File: config.mk
export PLATFORM = sky130hd
export DESIGN_NAME = mev_div3
export DESIGN_NICKNAME = d
export VERILOG_FILES = /design/src/mev_pkg.sv /design/src/mev_div3.sv
export SDC_FILE = /design/constraint.sdc
export NUM_CORES = 1
export LEC_CHECK = 0
export BUFFER_PORTS_ARGS = -buffer_cell sky130_fd_sc_hd__buf_2
export CORE_MARGIN = 5
export CORE_UTILIZATION = 63
export DETAILED_ROUTE_END_ITERATION = 8
export GPL_TIMING_DRIVEN = 0
export PLACE_DENSITY_LB_ADDON = 0.3
export SLEW_MARGIN = 0
export SYNTH_ARGS = -nofsm -noshare
export SYNTH_HDL_FRONTEND = slang
export SYNTH_SLANG_ARGS = --single-unit
File: constraint.sdc
create_clock -name clk_i -period 19.3 [get_ports clk_i]
set_clock_uncertainty 0.2 [all_clocks]
set_input_delay 0 -clock clk_i [delete_from_list [all_inputs] [get_ports clk_i]]
set_output_delay 0 -clock clk_i [all_outputs]
set_load 0.05 [all_outputs]
File: src/mev_pkg.sv
`timescale 1ns / 1ps
// ----------------------------------------------------------------------------
// Mesh element volume package
// Shared widths, the element kind type and the stage enable pair used by the
// arithmetic stages of the element volume pipeline.
// ----------------------------------------------------------------------------
package mev_pkg;

  localparam int COORD_W    = 16;
  localparam int EDGE_W     = COORD_W + 1;
  localparam int PROD_W     = 2 * EDGE_W;
  localparam int MINOR_W    = PROD_W + 1;
  localparam int MAG_W      = PROD_W;
  localparam int TERM_W     = 52;
  localparam int DET_W      = TERM_W + 2;
  localparam int AREA_W     = MAG_W + 1;
  localparam int VOL_W      = 52;
  localparam int AREA_SHIFT = 7;
  localparam int NUM_ST     = 8;

  typedef enum logic [1:0] {
    KIND_TRI  = 2'd0,
    KIND_QUAD = 2'd1,
    KIND_TET  = 2'd2,
    KIND_HEX  = 2'd3
  } kind_e;

  typedef struct packed {
    logic en_a;
    logic en_b;
  } st_en_t;

endpackage

File: src/mev_div3.sv
`timescale 1ns / 1ps
// ----------------------------------------------------------------------------
// Mesh element volume: divide by six
// Two pipeline stages of byte-wise long division by three applied to the
// magnitude shifted right by one, giving the truncated sixth.
// ----------------------------------------------------------------------------
module mev_div3 (
  input  logic                            clk_i,
  input  mev_pkg::st_en_t                 st_i,
  input  logic [mev_pkg::VOL_W-1:0]       size_i,
  output logic [mev_pkg::VOL_W-1:0]       quot_o
);

  localparam int DigW   = 8;
  localparam int NumDig = (mev_pkg::VOL_W - 1 + DigW - 1) / DigW;
  localparam int HiDig  = (NumDig + 1) / 2;
  localparam int LoDig  = NumDig - HiDig;
  localparam int PadW   = NumDig * DigW;
  localparam int HiW    = HiDig * DigW;
  localparam int LoW    = LoDig * DigW;

  logic [PadW-1:0]  y;
  logic [HiW-1:0]   qhi_d, qhi_q;
  logic [LoW-1:0]   ylo_q, qlo_d;
  logic [1:0]       rhi_d, rhi_q, rlo;
  logic [PadW-1:0]  quot_q;

  function automatic logic [DigW-1:0] DIV3(input logic [DigW+1:0] v);
    logic [2*(DigW+2):0] p;
    p = (2*(DigW+2)+1)'(v) * (2*(DigW+2)+1)'(683);
    return p[DigW+10:11];
  endfunction

  function automatic logic [1:0] REM3(input logic [DigW+1:0] v,
                                      input logic [DigW-1:0] q);
    logic [DigW+1:0] t;
    t = v - ((DigW+2)'(q) + (DigW+2)'({q, 1'b0}));
    return t[1:0];
  endfunction

  assign y = PadW'(size_i[mev_pkg::VOL_W-1:1]);

  always_comb begin
    logic [DigW+1:0] v;
    logic [DigW-1:0] q;
    rhi_d = 2'd0;
    qhi_d = '0;
    for (int i = HiDig - 1; i >= 0; i--) begin
      v = {rhi_d, y[LoW + i*DigW +: DigW]};
      q = DIV3(v);
      rhi_d = REM3(v, q);
      qhi_d[i*DigW +: DigW] = q;
    end
  end

  always_ff @(posedge clk_i) begin
    if (st_i.en_a) begin
      qhi_q <= qhi_d;
      rhi_q <= rhi_d;
      ylo_q <= y[LoW-1:0];
    end
  end

  always_comb begin
    logic [DigW+1:0] v;
    logic [DigW-1:0] q;
    rlo   = rhi_q;
    qlo_d = '0;
    for (int i = LoDig - 1; i >= 0; i--) begin
      v = {rlo, ylo_q[i*DigW +: DigW]};
      q = DIV3(v);
      rlo = REM3(v, q);
      qlo_d[i*DigW +: DigW] = q;
    end
  end

  always_ff @(posedge clk_i) begin
    if (st_i.en_b) begin
      quot_q <= {qhi_q, qlo_d};
    end
  end

  assign quot_o = quot_q[mev_pkg::VOL_W-1:0];

endmodule

==> run summary, run 1 <==
DIE HEIGHT: 154.9 um
CP Capture Type: flip-flop
Cell variety after synth: 52
Number of CTS-inserted buffers: 9
# IOs: 107
Cell area after layout: 0.01466 mm2
Clock transition at the registers of the reported paths: 80 ps
ANT cells: 0
Setup CP Type: primary input to flip-flop
Synth cell count leaders: 365 x ha_1, 249 x inv_1, 124 x fa_1
Met3 Routed Length: 535 um
CTS Buffer Depth: 2
Yosys top cell by area: ha_1
1st-pass router iterations: 4
CP required: 19,200 ps
Status: complete, no violations
Met2 wire length: 12.81 mm
Slew Viols, Final: 0
First-pass GRT wire length: 42.01 mm
CP delay by family, top: adder cells
RD Place Congestion: 0.8947
Slew Limit Headroom: 18.11%
Syn_area_per_cell: 11.32 um2
Final Hold Fails: 0
Predominant post-synthesis flop cell: edfxtp_1
Core footprint: 0.02082 mm2
Worst slack, placed: 4427 ps
Initial core utilization: 63.54%
Sequential area share after synthesis: 23.15%
Syn Inst Count: 1,169
Critical path arrival: 14,830 ps
Gr usage total: 21.40%
Number of synthesized flops with an enable pin: 102
Max frequency: 66.97 MHz
Initial antenna violation count: 0
H-tree depth: 3
Most common cell in the netlist: ha_1
Crit share post-route: 77.37%
Vias in the first global route: 9,160
# port buffers: 103
Die area: 0.02400 mm2
Max-Cap Viols: 0
Setup ws final: 4368 ps
Remaining Overflow, GRT: 0
CP max stage cell: fa_1
Unrepaired setup endpoints after global routing: false
Dpl hpwl: 20.64 mm
Min-Delay Path Class: primary input to flip-flop
DR top layer: met4
CTS tree: done
Endpoints failing setup: 0
Worst skew pair latency: 350 ps
Reg2reg setup slack: 5210 ps
CTS root buffer: clkbuf_16
Area grow syn2layout: 10.82%
Synth warn: 0
Top post-synthesis cells by area: ha_1 35%, edfxtp_1 23%, fa_1 19%
Vias/cell: 5.339
Mapped Area: 0.01323 mm2
Die X: 154.9 um
Dpl cell area: 0.01409 mm2
Wire length on met1: 10.68 mm
Row cnt: 53
Type of origin of the critical path: primary input
Detailed Route Iter0 Violations: 268
FILL cells: 1,534
Routed wire length: 24.39 mm
Largest net degree at the start of global routing: 53
Share of the synthesized area in the top cell type: 34.52%
Fin crit period: 14,930 ps
Final nets: 1,856
Crit path largest cell delay: 570 ps
Critical path fanouts, max: 8
Layout cells sized above 1: 9.795%
Post-synthesis register bit count: 102
Final ANT Viol Nets: 0
CTS sink cnt: 102
WP buf/inv: 5
FFs w/ async S/R, synth: 0%
TNS Setup: 0 ps
DRC viols: 0
Most used cell along the critical path: ha_1
Vias after detailed routing: 8,500
Least-Margin Pin Slew: 1228 ps
Drt wl/cell: 15.32 um
[final timing paths]
path,depth (start not counted),startpoint,to
max,55,size_i[50],qhi_q[7]$_DFFE_PP_
min reg2reg,0,qhi_q[16]$_DFFE_PP_,quot_q[40]$_DFFE_PP_
min,5,size_i[51],qhi_q[24]$_DFFE_PP_
max reg2reg,44,ylo_q[17]$_DFFE_PP_,quot_q[7]$_DFFE_PP_
[routing by layer]
metal	vias up	track usage, %
li1	4257	-
met3	27	1.780
met4	0	4.626
met1	4106	27.60
met5	-	0
met2	110	39.39
[cells in the final DEF (no fill, tap or decap), types with 4 or more instances in the layout]
| cell type | Yosys | layout |
|---|---|---|
| xor2_1 | 27 | 27 |
| fa_1 | 124 | 124 |
| nor2b_1 | 4 | 4 |
| nand4_1 | 7 | 7 |
| inv_1 | 249 | 249 |
| o211ai_1 | 4 | 4 |
| o21ai_1 | 4 | 4 |
| nor3_1 | 15 | 15 |
| nand2_1 | 26 | 26 |
| dlygate4sd3_1 | 0 | 28 |
| a21o_1 | 16 | 16 |
| buf_2 | 0 | 103 |
| clkbuf_1 | 6 | 6 |
| a31oi_1 | 8 | 8 |
| nand3_1 | 11 | 11 |
| xnor2_1 | 63 | 63 |
| o21a_1 | 5 | 5 |
| and3_1 | 6 | 6 |
| nor2_1 | 41 | 41 |
| o21ai_0 | 11 | 11 |
| clkbuf_16 | 0 | 9 |
| edfxtp_1 | 102 | 102 |
| ha_1 | 365 | 365 |
| a21oi_1 | 22 | 22 |
[layout make-up]
type	count	area (um2)	area share, %
clock inverter	7	62.56	0.4267
clock buffer	9	225.2	1.536
sequential	102	3063	20.89
buffer	8	37.54	0.2560
inverter	249	934.6	6.375
multi-input combinational	811	9199	62.74
timing repair buffer	131	795.8	5.428
tap	275	344.1	2.347
[sequential cells by signal, summed over array words and instances, names as in the netlist]
name / flops
ylo_q: 24
quot_q: 50
qhi_q: 26
rhi_q: 2
[cell families after synthesis]
logic type	count (synthesis)	synth area share, %
simple gates	132	4.927
fa+ha+maj	489	53.28
flops	102	23.15
buf+inv	257	7.348
xor+xnor	90	5.958
compound gates	98	5.306
other cells	1	0.02834
[tightest hold or removal path, cell delays in order]
cell and delay [ps]:
buf_2 140, nand2_1 60, nand2_1 60, a22o_1 130, nor2b_1 70
[per-stage QoR]
stage / hold WS [ps] / utilization, % / instances
after global routing: 98.17 / 70.41 / 1592
after floorplan: -101.1 / - / 1170
after detailed placement: -21.88 / 67.68 / 1548
after global placement: -23.00 / 67.68 / 1548
after CTS: 60.93 / 70.41 / 1592
final: 81.04 / 70.41 / 1592
[what timing repair did]
action	4_1_cts	5_1_grt
setup buffers	0	0
hold buffers	28	0
endpoints found under the hold margin	27	0
gates resized for setup	0	0
Power of run 1 is left out: the tool's default activity adds up to more than one toggle a clock period on the data nets, which glitch-free logic cannot reach.
==> run 2, diff against run 1 <==
--- a/config.mk
+++ b/config.mk
@@ -7,7 +7,7 @@
 export LEC_CHECK = 0
 export BUFFER_PORTS_ARGS = -buffer_cell sky130_fd_sc_hd__buf_2
 export CORE_MARGIN = 5
-export CORE_UTILIZATION = 63
+export CORE_UTILIZATION = 57
 export DETAILED_ROUTE_END_ITERATION = 8
 export GPL_TIMING_DRIVEN = 0
 export PLACE_DENSITY_LB_ADDON = 0.3
==> constraint.sdc (replaced) <==
create_clock -name clk_i -period 12.4 [get_ports clk_i]
set_clock_uncertainty 0.2 [all_clocks]
set_input_delay 0 -clock clk_i [delete_from_list [all_inputs] [get_ports clk_i]]
set_output_delay 0 -clock clk_i [all_outputs]
set_load 0.05 [all_outputs]
==> run 2 against run 1 <==
Effect of this change: the run now ends with negative setup slack left; via count up 5.0%; core utilization up 1.2 points; sequential share of layout area down 2.1 points; non-clock buffer count up 65; clock-buffer cell count unchanged; hold slack better by 65 ps; die area up 9.8%; critical path depth up 1; global-route usage down 0.063 points; cell count up 6.5%; first-iteration DRC count up 46%; register-to-register slack worse by 5200 ps; critical path type unchanged.
==> run summary, run 2 (same netlist as run 1, synthesis figures left out) <==
Vias in the first global route: 9,671
Max-Cap Viols: 0
Least-Margin Pin Slew: 1287 ps
Die X: 162.4 um
FILL cells: 1,537
Critical path fanouts, max: 6
Crit path largest cell delay: 570 ps
Max reg flops: 50
CP max stage cell: fa_2
DIE HEIGHT: 162.4 um
Unrepaired setup endpoints after global routing: true
Worst skew pair latency: 360 ps
CTS root buffer: clkbuf_16
Area grow syn2layout: 23.31%
CP Capture Type: flip-flop
Layout cells sized above 1: 22.58%
Slew Viols, Final: 0
# port buffers: 103
Gr usage total: 21.34%
CP required: 12,310 ps
Row cnt: 55
CTS tree: done
H-tree depth: 3
Min-Delay Path Class: primary input to flip-flop
Initial antenna violation count: 0
Final Hold Fails: 0
RD Place Congestion: 0.8761
Initial core utilization: 58.08%
Max frequency: 79.15 MHz
Detailed Route Iter0 Violations: 390
First-pass GRT wire length: 45.62 mm
Top reg by flops: quot_q
# IOs: 107
Endpoints failing setup: 6
Vias after detailed routing: 8,925
Routed wire length: 27.90 mm
Drt wl/cell: 16.46 um
DRC viols: 0
Die area: 0.02636 mm2
Placed insts: 1,586
Type of origin of the critical path: primary input
Number of CTS-inserted buffers: 9
Critical path arrival: 12,540 ps
Setup ws final: -235.0 ps
CTS sink cnt: 102
Setup CP Type: primary input to flip-flop
Remaining Overflow, GRT: 0
Crit share post-route: 101.9%
1st-pass router iterations: 4
Commonest cells after routing, fill and taps aside: 312 x ha_1, 236 x inv_1, 122 x fa_1
Final ANT Viol Nets: 0
Slew Limit Headroom: 14.23%
Fin crit period: 12,640 ps
Failing checks: negative setup slack
Final nets: 1,921
Clock transition at the registers of the reported paths: 80 ps
Vias/cell: 5.265
Finished Layout Cells: 1,695
ANT cells: 0
Largest net degree at the start of global routing: 53
Worst slack, placed: -2107 ps
Core footprint: 0.02278 mm2
CTS Buffer Depth: 2
Dpl hpwl: 21.29 mm
Most used cell along the critical path: ha_4
Status: complete, but fails checks
Hold Slack: 146.5 ps
Most common cell after layout, fill and taps aside: ha_1
Biggest regs: quot_q x50, qhi_q x26, ylo_q x24
Reg2reg setup slack: -20 ps
-- run 2: final cells by class --
cell class / count / area [um2] / share of cell area (%)
well taps: 313 / 391.6 / 2.400
clock inverters: 7 / 91.34 / 0.5599
inverters: 249 / 942.2 / 5.775
multi-input cells: 811 / 10240 / 62.77
repair buffers: 198 / 1330 / 8.152
clock buffers: 9 / 225.2 / 1.380
flip-flops and latches: 102 / 3063 / 18.77
plain buffers: 6 / 30.03 / 0.1841
-- run 2: worst paths after layout --
path / start / endpoint / depth (start not counted)
worst max register to register: ylo_q[17]$_DFFE_PP_ / quot_q[7]$_DFFE_PP_ / 46
worst min register to register: qhi_q[13]$_DFFE_PP_ / quot_q[37]$_DFFE_PP_ / 0
worst max-delay path: size_i[51] / qhi_q[7]$_DFFE_PP_ / 56
worst min-delay path: size_i[4] / ylo_q[3]$_DFFE_PP_ / 2
-- run 2: metrics by stage --
| step | TNS (ps) | area (um2) | utilization (%) |
|---|---|---|---|
| finish | -444.4 | 16310 | 71.62 |
| CTS | -144.9 | 15830 | 69.50 |
| global route | -4093 | 16310 | 71.62 |
| detailed placement | -20410 | 14480 | 63.58 |
| floorplan | -1553 | 13580 | - |
| global placement | -16490 | 14480 | 63.58 |
-- run 2: timing repair --
action | 4_1_cts | 5_1_grt
resized for setup | 57 | 54
setup endpoints to repair | 18 | 15
buffers inserted | 46 | 21
hold endpoints to repair | 27 | 0
hold buffers | 28 | 0
pin swaps | 76 | 91
-- run 2: metal layers --
metal	share of wire (%)	routed length, um	global-route usage, %	vias to the layer above
met5	0	0	0	-
met4	2.8	770	6.113	0
met3	2.5	699	2.278	55
met2	52	14460	39.11	139
met1	43	11960	26.68	4355
li1	-	-	-	4376
-- run 2: worst max-delay path: cells and delay by family --
kind / cells / cell delay [ps]
buffers and inverters: 7 / 380
adders and majority gates: 25 / 8140
and+or+nand+nor: 6 / 650
AOI/OAI and AO/OA: 12 / 2380
xor gates and xnor gates: 6 / 960
Power of run 2 is left out for the same reason.
